<file path="config.mk">
export PLATFORM = sky130hd
export DESIGN_NAME = keypad_code_entry_and_key_check
export DESIGN_NICKNAME = d
export VERILOG_FILES = /design/src/hdl/kce_pkg.sv /design/src/hdl/keypad_code_entry_and_key_check.sv /design/src/hdl/kce_front.sv /design/src/hdl/kce_queue.sv /design/src/hdl/kce_back.sv
export SDC_FILE = /design/constraint.sdc
export NUM_CORES = 1
export LEC_CHECK = 0
export BUFFER_PORTS_ARGS = -buffer_cell sky130_fd_sc_hd__buf_4
export CORE_AREA = 2 2 134 136
export CTS_CLUSTER_SIZE = 20
export DETAILED_ROUTE_END_ITERATION = 12
export DIE_AREA = 0 0 136 138
export GPL_ROUTABILITY_DRIVEN = 0
export PLACE_DENSITY_LB_ADDON = 0.1
export SLEW_MARGIN = 20
export SYNTH_ARGS = -nofsm -noshare
export SYNTH_HDL_FRONTEND = slang
export SYNTH_SLANG_ARGS = --single-unit
</file>
<file path="constraint.sdc">
create_clock -name clk_i -period 2.95 [get_ports clk_i]
set_input_delay 0.59 -clock clk_i [delete_from_list [all_inputs] [get_ports clk_i]]
set_output_delay 0.59 -clock clk_i [all_outputs]
set_load 0.01 [all_outputs]
</file>
<file path="src/hdl/kce_pkg.sv">
`timescale 1ns / 1ps
`default_nettype none
// ----------------------------------------------------------------------------
// kce_pkg
// Shared types and constants for the keypad code entry and key check block.
// ----------------------------------------------------------------------------
package kce_pkg;

  typedef enum logic [1:0] {
    CMD_DIGIT,
    CMD_STAR,
    CMD_SHARP,
    CMD_KEY
  } cmd_e;

  typedef struct packed {
    cmd_e       op;
    logic [7:0] data;
  } cmd_t;

  typedef enum logic [1:0] {
    ST_IDLE,
    ST_DIGITS,
    ST_KEY
  } back_state_e;

  localparam logic [1:0] KIND_DIGITS = 2'd0;
  localparam logic [1:0] KIND_KEY    = 2'd1;
  localparam logic [1:0] KIND_ERR    = 2'd2;

  localparam logic [3:0] SYM_DIGIT_MAX = 4'd9;
  localparam logic [3:0] SYM_STAR      = 4'd10;
  localparam logic [3:0] SYM_SHARP     = 4'd11;

  localparam logic [3:0] NIB_MASK = 4'hF;

  localparam logic [0:0] REG_KEY_ERR = 1'b0;

endpackage

`default_nettype wire

</file>
<file path="src/hdl/keypad_code_entry_and_key_check.sv">
`timescale 1ns / 1ps
`default_nettype none
// ----------------------------------------------------------------------------
// keypad_code_entry_and_key_check
// Keypad code entry with digit buffering and serial key nibble check.
//
//   channel   direction  tuser        tdata                          tlast
//   s_axis    in         op           symbol[3:0], rx_byte[11:4]     -
//   m_axis    out        kind         value[7:0], length[12:8]       last
//   apb       in/out     -            key_error_code at address 0    -
//
// a result passes the command queue and then the output register after its input transaction
// digit, sharp and key byte transactions are each popped in the idle state, unused symbols never enter the queue
// star with buffered digits then emits one item per digit from ST_DIGITS, an empty star a lone zero marker
// a good key is then emitted byte by byte from ST_KEY, a failed key gives a single error result
// a busy or stalled back end fills the two-entry queue, then tready drops
// reset clears counts, queue and output valid flag; stores need no clearing
// ----------------------------------------------------------------------------
module keypad_code_entry_and_key_check #(
  parameter int DIGITS    = 8,
  parameter int KEY_BYTES = 8
) (
  input  wire logic        clk_i,
  input  wire logic        rst_ni,
  input  wire logic        s_axis_tvalid,
  output logic             s_axis_tready,
  input  wire logic [15:0] s_axis_tdata,   // symbol[3:0], rx_byte[11:4], zero
  input  wire logic        s_axis_tuser,   // op
  output logic             m_axis_tvalid,
  input  wire logic        m_axis_tready,
  output logic [15:0]      m_axis_tdata,   // value[7:0], length[12:8], zero
  output logic [1:0]       m_axis_tuser,   // kind
  output logic             m_axis_tlast,   // last
  input  wire logic        psel,
  input  wire logic        penable,
  input  wire logic        pwrite,
  input  wire logic [2:0]  paddr,
  input  wire logic [31:0] pwdata,
  output logic [31:0]      prdata,
  output logic             pready
);

  logic          push;
  logic          pop;
  logic          q_full;
  logic          q_valid;
  kce_pkg::cmd_t push_cmd;
  kce_pkg::cmd_t head_cmd;
  logic [7:0]    key_error_code_q;
  logic [7:0]    out_value;
  logic [4:0]    out_length;

  assign pready = 1'b1;

  always_ff @(posedge clk_i or negedge rst_ni) begin
    if (!rst_ni) begin
      key_error_code_q <= 8'd0;
    end else if (psel && penable && pwrite && pready &&
                 (paddr[2] == kce_pkg::REG_KEY_ERR)) begin
      key_error_code_q <= pwdata[7:0];
    end
  end

  assign prdata = (paddr[2] == kce_pkg::REG_KEY_ERR) ? {24'd0, key_error_code_q} : 32'd0;

  kce_front u_front (
    .in_valid_i   (s_axis_tvalid),
    .in_op_i      (s_axis_tuser),
    .in_symbol_i  (s_axis_tdata[3:0]),
    .in_rx_byte_i (s_axis_tdata[11:4]),
    .q_full_i     (q_full),
    .in_ready_o   (s_axis_tready),
    .push_o       (push),
    .cmd_o        (push_cmd)
  );

  kce_queue u_queue (
    .clk_i      (clk_i),
    .rst_ni     (rst_ni),
    .push_i     (push),
    .push_cmd_i (push_cmd),
    .pop_i      (pop),
    .full_o     (q_full),
    .valid_o    (q_valid),
    .head_o     (head_cmd)
  );

  kce_back #(
    .DIGITS    (DIGITS),
    .KEY_BYTES (KEY_BYTES)
  ) u_back (
    .clk_i            (clk_i),
    .rst_ni           (rst_ni),
    .q_valid_i        (q_valid),
    .q_cmd_i          (head_cmd),
    .pop_o            (pop),
    .key_error_code_i (key_error_code_q),
    .out_valid_o      (m_axis_tvalid),
    .out_ready_i      (m_axis_tready),
    .out_kind_o       (m_axis_tuser),
    .out_value_o      (out_value),
    .out_length_o     (out_length),
    .out_last_o       (m_axis_tlast)
  );

  assign m_axis_tdata = {3'b000, out_length, out_value};

endmodule

`default_nettype wire

</file>
<file path="src/hdl/kce_front.sv">
`timescale 1ns / 1ps
`default_nettype none
// ----------------------------------------------------------------------------
// kce_front
// Classifies incoming keypad symbols and serial key bytes into commands.
// ----------------------------------------------------------------------------
module kce_front (
  input  wire logic        in_valid_i,
  input  wire logic        in_op_i,
  input  wire logic [3:0]  in_symbol_i,
  input  wire logic [7:0]  in_rx_byte_i,
  input  wire logic        q_full_i,
  output logic             in_ready_o,
  output logic             push_o,
  output kce_pkg::cmd_t    cmd_o
);

  logic keep;

  always_comb begin
    keep        = 1'b1;
    cmd_o.op    = kce_pkg::CMD_DIGIT;
    cmd_o.data  = {4'b0000, in_symbol_i};
    if (in_op_i) begin
      cmd_o.op   = kce_pkg::CMD_KEY;
      cmd_o.data = in_rx_byte_i;
    end else if (in_symbol_i <= kce_pkg::SYM_DIGIT_MAX) begin
      cmd_o.op = kce_pkg::CMD_DIGIT;
    end else if (in_symbol_i == kce_pkg::SYM_STAR) begin
      cmd_o.op = kce_pkg::CMD_STAR;
    end else if (in_symbol_i == kce_pkg::SYM_SHARP) begin
      cmd_o.op = kce_pkg::CMD_SHARP;
    end else begin
      // unused symbol codes are swallowed
      keep = 1'b0;
    end
  end

  assign in_ready_o = !q_full_i;
  assign push_o     = in_valid_i && !q_full_i && keep;

endmodule

`default_nettype wire

</file>
<file path="src/hdl/kce_queue.sv">
`timescale 1ns / 1ps
`default_nettype none
// ----------------------------------------------------------------------------
// kce_queue
// Two-entry command queue between the front and back parts.
// ----------------------------------------------------------------------------
module kce_queue (
  input  wire logic          clk_i,
  input  wire logic          rst_ni,
  input  wire logic          push_i,
  input  wire kce_pkg::cmd_t push_cmd_i,
  input  wire logic          pop_i,
  output logic               full_o,
  output logic               valid_o,
  output kce_pkg::cmd_t      head_o
);

  kce_pkg::cmd_t entry_q [2];
  logic       wptr_q, wptr_d;
  logic       rptr_q, rptr_d;
  logic [1:0] count_q, count_d;

  always_comb begin
    wptr_d  = wptr_q;
    rptr_d  = rptr_q;
    count_d = count_q;
    if (push_i) begin
      wptr_d = !wptr_q;
    end
    if (pop_i) begin
      rptr_d = !rptr_q;
    end
    if (push_i && !pop_i) begin
      count_d = count_q + 2'd1;
    end else if (!push_i && pop_i) begin
      count_d = count_q - 2'd1;
    end
  end

  always_ff @(posedge clk_i or negedge rst_ni) begin
    if (!rst_ni) begin
      wptr_q  <= 1'b0;
      rptr_q  <= 1'b0;
      count_q <= 2'd0;
    end else begin
      wptr_q  <= wptr_d;
      rptr_q  <= rptr_d;
      count_q <= count_d;
    end
  end

  always_ff @(posedge clk_i) begin
    if (push_i) begin
      entry_q[wptr_q] <= push_cmd_i;
    end
  end

  assign full_o  = (count_q == 2'd2);
  assign valid_o = (count_q != 2'd0);
  assign head_o  = entry_q[rptr_q];

endmodule

`default_nettype wire

</file>
<file path="src/hdl/kce_back.sv">
`timescale 1ns / 1ps
`default_nettype none
// ----------------------------------------------------------------------------
// kce_back
// Executes commands: digit buffering, message emission, key collection,
// nibble check and key byte emission through an output register.
// ----------------------------------------------------------------------------
module kce_back #(
  parameter int DIGITS    = 8,
  parameter int KEY_BYTES = 8
) (
  input  wire logic          clk_i,
  input  wire logic          rst_ni,
  input  wire logic          q_valid_i,
  input  wire kce_pkg::cmd_t q_cmd_i,
  output logic               pop_o,
  input  wire logic [7:0]    key_error_code_i,
  output logic               out_valid_o,
  input  wire logic          out_ready_i,
  output logic [1:0]         out_kind_o,
  output logic [7:0]         out_value_o,
  output logic [4:0]         out_length_o,
  output logic               out_last_o
);

  localparam int DIG_CW   = $clog2(DIGITS + 1);
  localparam int DIG_IW   = (DIGITS > 1) ? $clog2(DIGITS) : 1;
  localparam int RAW      = 2 * KEY_BYTES;
  localparam int KC_W     = $clog2(RAW);
  localparam int KI_W     = (KEY_BYTES > 1) ? $clog2(KEY_BYTES) : 1;

  kce_pkg::back_state_e state_q, state_d;

  logic [3:0]        digit_store_q [DIGITS];
  logic [7:0]        key_store_q   [KEY_BYTES];
  logic [DIG_CW-1:0] dcnt_q, dcnt_d;
  logic [DIG_CW-1:0] dlen_q, dlen_d;
  logic [DIG_IW-1:0] didx_q, didx_d;
  logic [KC_W-1:0]   kcnt_q, kcnt_d;
  logic [KI_W-1:0]   kidx_q, kidx_d;
  logic              ok_q, ok_d;

  logic              out_valid_q;
  logic [1:0]        out_kind_q;
  logic [7:0]        out_value_q;
  logic [4:0]        out_length_q;
  logic              out_last_q;

  logic              can_emit;
  logic              emit;
  logic [1:0]        e_kind;
  logic [7:0]        e_value;
  logic [4:0]        e_length;
  logic              e_last;
  logic              dwe;
  logic              kwe;
  logic              byte_ok;
  logic              ok_now;
  logic [KI_W-1:0]   kwr_idx;

  assign can_emit = !out_valid_q || out_ready_i;
  assign byte_ok  = ((q_cmd_i.data[7:4] ^ q_cmd_i.data[3:0]) == kce_pkg::NIB_MASK);
  assign ok_now   = ((kcnt_q == '0) ? 1'b1 : ok_q) && byte_ok;
  assign kwr_idx  = KI_W'(kcnt_q >> 1);

  always_comb begin
    state_d  = state_q;
    dcnt_d   = dcnt_q;
    dlen_d   = dlen_q;
    didx_d   = didx_q;
    kcnt_d   = kcnt_q;
    kidx_d   = kidx_q;
    ok_d     = ok_q;
    pop_o    = 1'b0;
    emit     = 1'b0;
    dwe      = 1'b0;
    kwe      = 1'b0;
    e_kind   = kce_pkg::KIND_DIGITS;
    e_value  = 8'd0;
    e_length = 5'd0;
    e_last   = 1'b1;
    case (state_q)
      kce_pkg::ST_IDLE: begin
        if (q_valid_i && can_emit) begin
          pop_o = 1'b1;
          case (q_cmd_i.op)
            kce_pkg::CMD_DIGIT: begin
              if (dcnt_q < DIG_CW'(DIGITS)) begin
                dwe    = 1'b1;
                dcnt_d = dcnt_q + 1'b1;
              end
            end
            kce_pkg::CMD_STAR: begin
              if (dcnt_q == '0) begin
                emit = 1'b1;
              end else begin
                dlen_d  = dcnt_q;
                didx_d  = '0;
                state_d = kce_pkg::ST_DIGITS;
              end
              dcnt_d = '0;
            end
            kce_pkg::CMD_SHARP: begin
              dcnt_d = '0;
            end
            kce_pkg::CMD_KEY: begin
              kwe  = 1'b1;
              ok_d = ok_now;
              if (kcnt_q == KC_W'(RAW - 1)) begin
                kcnt_d = '0;
                dcnt_d = '0;
                if (ok_now) begin
                  kidx_d  = '0;
                  state_d = kce_pkg::ST_KEY;
                end else begin
                  emit     = 1'b1;
                  e_kind   = kce_pkg::KIND_ERR;
                  e_value  = key_error_code_i;
                  e_length = 5'd1;
                end
              end else begin
                kcnt_d = kcnt_q + 1'b1;
              end
            end
            default: ;
          endcase
        end
      end
      kce_pkg::ST_DIGITS: begin
        if (can_emit) begin
          emit     = 1'b1;
          e_kind   = kce_pkg::KIND_DIGITS;
          e_value  = {4'b0000, digit_store_q[didx_q]};
          e_length = 5'(dlen_q);
          e_last   = ((DIG_CW'(didx_q) + 1'b1) == dlen_q);
          if (e_last) begin
            state_d = kce_pkg::ST_IDLE;
          end else begin
            didx_d = didx_q + 1'b1;
          end
        end
      end
      kce_pkg::ST_KEY: begin
        if (can_emit) begin
          emit     = 1'b1;
          e_kind   = kce_pkg::KIND_KEY;
          e_value  = key_store_q[kidx_q];
          e_length = 5'(KEY_BYTES);
          e_last   = (kidx_q == KI_W'(KEY_BYTES - 1));
          if (e_last) begin
            state_d = kce_pkg::ST_IDLE;
          end else begin
            kidx_d = kidx_q + 1'b1;
          end
        end
      end
      default: begin
        state_d = kce_pkg::ST_IDLE;
      end
    endcase
  end

  always_ff @(posedge clk_i or negedge rst_ni) begin
    if (!rst_ni) begin
      state_q     <= kce_pkg::ST_IDLE;
      dcnt_q      <= '0;
      dlen_q      <= '0;
      didx_q      <= '0;
      kcnt_q      <= '0;
      kidx_q      <= '0;
      ok_q        <= 1'b1;
      out_valid_q <= 1'b0;
    end else begin
      state_q <= state_d;
      dcnt_q  <= dcnt_d;
      dlen_q  <= dlen_d;
      didx_q  <= didx_d;
      kcnt_q  <= kcnt_d;
      kidx_q  <= kidx_d;
      ok_q    <= ok_d;
      if (emit) begin
        out_valid_q <= 1'b1;
      end else if (out_ready_i) begin
        out_valid_q <= 1'b0;
      end
    end
  end

  always_ff @(posedge clk_i) begin
    if (emit) begin
      out_kind_q   <= e_kind;
      out_value_q  <= e_value;
      out_length_q <= e_length;
      out_last_q   <= e_last;
    end
  end

  // digit store and packed key store
  always_ff @(posedge clk_i) begin
    if (dwe) begin
      digit_store_q[dcnt_q[DIG_IW-1:0]] <= q_cmd_i.data[3:0];
    end
    if (kwe) begin
      if (kcnt_q[0]) begin
        key_store_q[kwr_idx][7:4] <= q_cmd_i.data[3:0];
      end else begin
        key_store_q[kwr_idx][3:0] <= q_cmd_i.data[3:0];
      end
    end
  end

  assign out_valid_o  = out_valid_q;
  assign out_kind_o   = out_kind_q;
  assign out_value_o  = out_value_q;
  assign out_length_o = out_length_q;
  assign out_last_o   = out_last_q;

endmodule

`default_nettype wire

</file>
Word level (Yosys, flattened, before mapping):

Memories as Yosys holds them, arrays and structs flattened.
Cells that the tools add are included.

* bits in writable memories: 116
* memories: 3
* flip-flop bits (word level): 50
* input bits: 59

Memories
* u_back.key_store_q: words 8, width 8, rd ports 1, clocked after Yosys merged registers in 0, wr ports 1, line kce_back.sv:35 `logic [7:0] key_store_q [KEY_BYTES];`
* u_back.digit_store_q: words 8, width 4, rd ports 1, clocked after Yosys merged registers in 0, wr ports 1, line kce_back.sv:34 `logic [3:0] digit_store_q [DIGITS];`
* u_queue.entry_q: words 2, width 10, rd ports 1, clocked after Yosys merged registers in 0, wr ports 1, line kce_queue.sv:18 `kce_pkg::cmd_t entry_q [2];`

* muxes and demuxes: 91
* bitwise operators: 3
* equal/unequal tests: 30
* reduce and logical (&&, ||, !) cells: 33
* magnitude comparators: 2
* add/sub/neg operators: 7

Operators with widths (count)
* $mux W8: 7
* $mux W2: 18
* $mux W1: 35
* $mux W3: 11
* $mux W4: 6
* $pmux W8 S3: 1
* $ne A2 B1 Y1 const B: 9
* $eq A4 B4 Y1 const B: 4
* $mux W5: 3
* $pmux W5 S3: 1
* $pmux W3 S2: 2
* $pmux W4 S3: 1
* $ne A2 B2 Y1 const B: 5
* $reduce_bool A2 Y1: 5
* $logic_and A1 B1 Y1: 9
* $reduce_and A9 Y1: 1
* $add A4 B1 Y4 const B: 2
* $eq A2 B2 Y1 const B: 4
* $logic_not A4 Y1: 2
* $pmux W2 S2: 2
* $reduce_and A4 Y1: 2
* $reduce_and A7 Y1: 1
* $add A3 B1 Y3 const B: 2
* $logic_not A1 Y1: 6
* other kinds (19): 27

Depth between registers and ports, before layout:

* depth in word-level cells: 10
* depth in mapped cells: 9
* mapped depth without buffers: 8

Modules after synthesis:

From an unflattened synthesis, not the netlist that was laid out.

* cell total of the unflattened synthesis: 530
* area total of the unflattened synthesis: 7597.3 µm²

Modules (own cells, without submodules)
* kce_back: cells an instance 410, seq. area each 3885.0 µm², times used 1, area each 5903.2 µm²
* kce_queue: cells an instance 47, seq. area each 700.7 µm², times used 1, area each 949.7 µm²
* keypad_code_entry_and_key_check: cells an instance 55, seq. area each 200.2 µm², times used 1, area each 601.8 µm²
* kce_front: cells an instance 18, seq. area each 0.0 µm², times used 1, area each 142.6 µm²

Least setup slack after synthesis:

No wires, ideal clock.

* kind: reg2reg
* start: register u_back.state_q[0]
* end: register u_back.out_kind_q[0] (netlist: u_back.out_kind_o[0]) (enable)
* path buffers: 1
* required time: 2.554 ns
* arrival: 2.678 ns
* stages on the path, launching flop included: 9
* setup slack: -0.124 ns
* cell sequence: dfrtp_1 > inv_1 > ha_1 > inv_1 > or3_1 > buf_2 > nand2b_4 > or3_1 > a31oi_1

* longest elaborated chain between the ends: 3

Ends and longest elaborated chain
* start, declared: line kce_back.sv:32 `kce_pkg::back_state_e state_q, state_d;`
* start signal, assigned: line kce_back.sv:165 `state_q <= kce_pkg::ST_IDLE;`
* start signal, assigned: line kce_back.sv:174 `state_q <= state_d;`
* $eq A2 B1 Y1 or $eq A2 B2 Y1 (tied branches): line kce_back.sv:82 `case (state_q)`
* $reduce_or A2 Y1 (no line)
* $pmux W1 S2 *: line kce_back.sv:82
* via u_back.emit: line kce_back.sv:50 `logic emit;`
* end signal, assigned: line kce_back.sv:191 `out_kind_q <= e_kind;`
* end, declared: line kce_back.sv:44 `logic [1:0] out_kind_q;`

The timed path passes the listed nets; every way through them passes the cells marked *.
A chain may end at the register's enable or synchronous reset.

Worst setup path in the final report:

* start: register u_back.state_q[0]
* end: memory u_back.digit_store_q[4][3] (enable)

* longest elaborated chain between the ends: 4

Ends and longest elaborated chain
* $logic_not A2 Y1: line kce_back.sv:82
* $mux W1: line kce_back.sv:82
* $mux W1: line kce_back.sv:200 `if (dwe) begin`
* $mux W1 (not written as such): line kce_back.sv:201 `digit_store_q[dcnt_q[DIG_IW-1:0]] <= q_cmd_i.data[3:0];`
* end, declared: line kce_back.sv:34

No other way between the ends.

==> flow_summary.yaml <==
grt:
  first_global_vias: 4417
  grt_use_total_pct: 16.74
  grt_pass1_wl_um: 23650
  gr-total-overflow: 0
  antenna_found_initial: 0
  grt_max_degree: 35
worst_setup_path:
  critPathKind: "flip-flop to flip-flop"
  crit_path_cell_trace: "inv_1 > ha_1 > inv_1 > or3_1 > buf_4 > nor3_1 > nand2_1 > nor2_1"
  worst_path_max_delay_cell: "dfrtp_1"
  r2r_start: "u_back.state_q[0]"
  cp_max_fo: 6
  crit_path_end_kind: "flip-flop"
  cp-start-kind: "flip-flop"
  ff2ff_setup_slack_ns: 0.39
  timing.critical_path.mode_cell: "inv_1"
  reg2regPathDepth: 8
  cp_slowest_stage_delay_ns: 0.40
  cp_top_family: "simple AND/OR/NAND/NOR gates"
  worstPathArrival_ns: 2.65
  r2r_end: "u_back.digit_store_q[4][3]"
  critical_path_buf_inv_count: 3
  required_ns: 3.03
floorplanning:
  num_rows: 49
  fp.dieW_um: 136
  ios: 113
  die_area_mm2: 0.01877
  die_height_um: 138
  coreArea_mm2: 0.01753
  start_util_pct: 43.40
cells_and_area:
  final_layout_size_suffix_gt1_share_pct: 25.20
  nets: 673
  area_delta_synth_final_pct: 16.62
  fin_util_pct: 50.61
  diodes: 0
status:
  outcome: "finished clean"
timing:
  finalCritPeriodShare_pct: 86.91
  relSlewSlack_pct: 55.45
  rsz0062_at_grt: "no"
  drv_slew: 0
  finalHoldViolCount: 0
  setup_ws_ns: 0.3862
  hold_slack_ns: 0.1346
  timing.setup.tns_ns: 0
  finalCriticalPeriod_ns: 2.564
  setup_violations: 0
  fmax_mhz: 390.1
  clock_skew_ns: 0.009429
  tightestPinTransition_ns: 0.6682
detailed_routing:
  dr.pass1.iters: 4
  drt-initial-drc-count: 244
  num_vias: 4369
  via_per_inst: 5.177
  wire_per_inst_um: 17.58
  totalWireLength_um: 14840
  antenna_left: 0
  drcViolationCount: 0
synthesis:
  yosysTopAreaCell: "edfxtp_1"
  netlist.area_leader.share_pct: 51.69
  syn_area_mm2: 0.007610
  synth_cells: 531
  yosys_warnings: 0
  ys_seq_area_share_pct: 62.89
  synth_area_leaders: "edfxtp_1 52%, dfrtp_1 11%, mux4_2 7.1%"
  async_flop_share_pct: 20.61
  ys.flop_type: "edfxtp_1"
  synth_edf_count: 131
  avgSynthCellArea_um2: 14.33
  synth-seq-cells: 165
  synth_cell_types: 62
clock_tree:
  clk_path_buf_depth: 2
  cts_setup_buffers: 0
  clkTransAtPathRegs_ns: 0.06
  htree_levels: 4
  cts.root.buffer_cell: "clkbuf_16"
  cts_resized: 0
  insertion_delay_ns: 0.42
  ctsHoldBuffers: 0
  clock-sinks: 165
  cts_tree: "yes"
  numCtsBuffers: 17
job:
  drv_cap: 0
power:
  vdd_drop_max_mv: 0.4772
  leakage_nw: 3.336
  pwr_density_cell_mw_per_mm2: 944.3
  finalPower_mw: 8.381
placement:
  dp_hpwl_um: 10470
  pre_cts_slack_ns: 0.3387
  io_buffers: 53
min_path:
  hp-class: "input pin to asynchronous set/reset pin"
report_power, final:
part           internal [mW]  leakage [nW]  switching [mW]  total [mW]
logic                   1.18          1.42            1.41        2.59
registers               3.08          1.61           0.372        3.45
clock network           1.43         0.301           0.914        2.34
total                   5.68          3.34            2.70        8.38
cells by family (layout without fill, tap and decap cells):
group	count (synthesis)	in the layout	synth area share (%)
AO/OA/AOI/OAI	70	70	7.234
XOR/XNOR	16	16	1.842
adder cells (fa/ha/maj)	12	12	1.973
buffers and inverters	63	120	4.752
flip-flops	165	165	62.89
multiplexers	52	52	11.02
other	2	29	0.09869
AND/OR/NAND/NOR	151	151	10.19
flip-flops by register name, summed over array words and instances (netlist names):
| name | flops |
|---|---|
| u_back.digit_store_q | 32 |
| u_back.key_store_q | 64 |
| u_back.state_q | 2 |
| u_queue.rptr_q | 1 |
| u_queue.count_q | 2 |
| u_back.out_value_o | 8 |
| key_error_code_q | 8 |
| u_back.dcnt_q | 4 |
| u_back.out_valid_o | 1 |
| u_back.kidx_q | 3 |
| u_back.dlen_q | 4 |
| u_back.didx_q | 3 |
| u_back.out_length_o | 4 |
| u_back.out_last_o | 1 |
| u_back.out_kind_o | 2 |
| u_back.kcnt_q | 4 |
| u_queue.wptr_q | 1 |
| u_queue.entry_q | 20 |
| u_back.ok_q | 1 |
layout make-up:
| cell class | count | area (um^2) |
|---|---|---|
| timing repair buffer | 73 | 548.0 |
| clock buffer | 18 | 429.2 |
| inverter | 15 | 56.30 |
| clock inverter | 14 | 198.9 |
| multi-input combinational | 330 | 2570 |
| tap | 229 | 286.5 |
| fill | 1519 | 8660 |
| sequential | 165 | 4786 |
through the flow:
step                instances  instance area (um^2)
floorplan                 558                  7717
global placement          812                  8247
detailed placement        812                  8247
CTS                       844                  8875
global route              844                  8875
finish                    844                  8875
layer usage:
metal / share of wire [%] / vias up / track usage (%)
li1: - / 2089 / -
met1: 45 / 2166 / 22.86
met2: 50 / 97 / 26.95
met3: 3.7 / 17 / 3.484
met4: 1.1 / 0 / 5.263
met5: 0 / - / 0
cell usage in the layout (no fill, tap or decap), types with 9 or more instances in the layout:
cell type / instances
a21oi_1: 9
buf_4: 73
clkbuf_16: 17
conb_1: 29
dfrtp_1: 33
edfxtp_1: 131
ha_1: 12
inv_1: 14
mux2_2: 14
mux2i_1: 14
mux4_2: 24
nand2_1: 41
nand3_1: 18
nor2_1: 32
nor2b_1: 12
nor3_1: 11
o21ai_0: 12
o2bb2ai_1: 9
Yosys cell counts, drive strengths merged, types with 11 or more instances:
| master | n |
|---|---|
| o21ai | 12 |
| mux2 | 14 |
| mux2i | 14 |
| edfxtp | 131 |
| buf | 38 |
| nor2b | 12 |
| nand2 | 41 |
| nor2 | 33 |
| dfrtp | 33 |
| mux4 | 24 |
| inv | 14 |
| nand3 | 18 |
| nor3 | 11 |
| ha | 12 |
worst reg2reg max path, delay by kind of cell (launching register included):
kind | cells | cell delay, ns
adders and majority gates | 1 | 0.19
DFF | 1 | 0.40
and+or+nand+nor | 4 | 1.26
buffers and inverters | 3 | 0.37
worst max-delay path by stage:
stage                 startpoint                    endpoint  slack (ns)  cells after the start
6_report       u_back.state_q[0]  u_back.digit_store_q[4][3]        0.39                      8
2_1_floorplan  u_back.state_q[0]        u_back.out_kind_o[0]        0.19                      8
4_1_cts        u_back.state_q[0]  u_back.digit_store_q[5][3]        0.34                      8
5_1_grt        u_back.state_q[0]  u_back.digit_store_q[5][1]        0.17                      8
3_3_place_gp       m_axis_tready       u_back.out_value_o[5]        0.38                      7
3_5_place_dp       m_axis_tready  u_back.digit_store_q[5][2]        0.34                      7
Note: power is estimated with default switching activity, not from simulation.
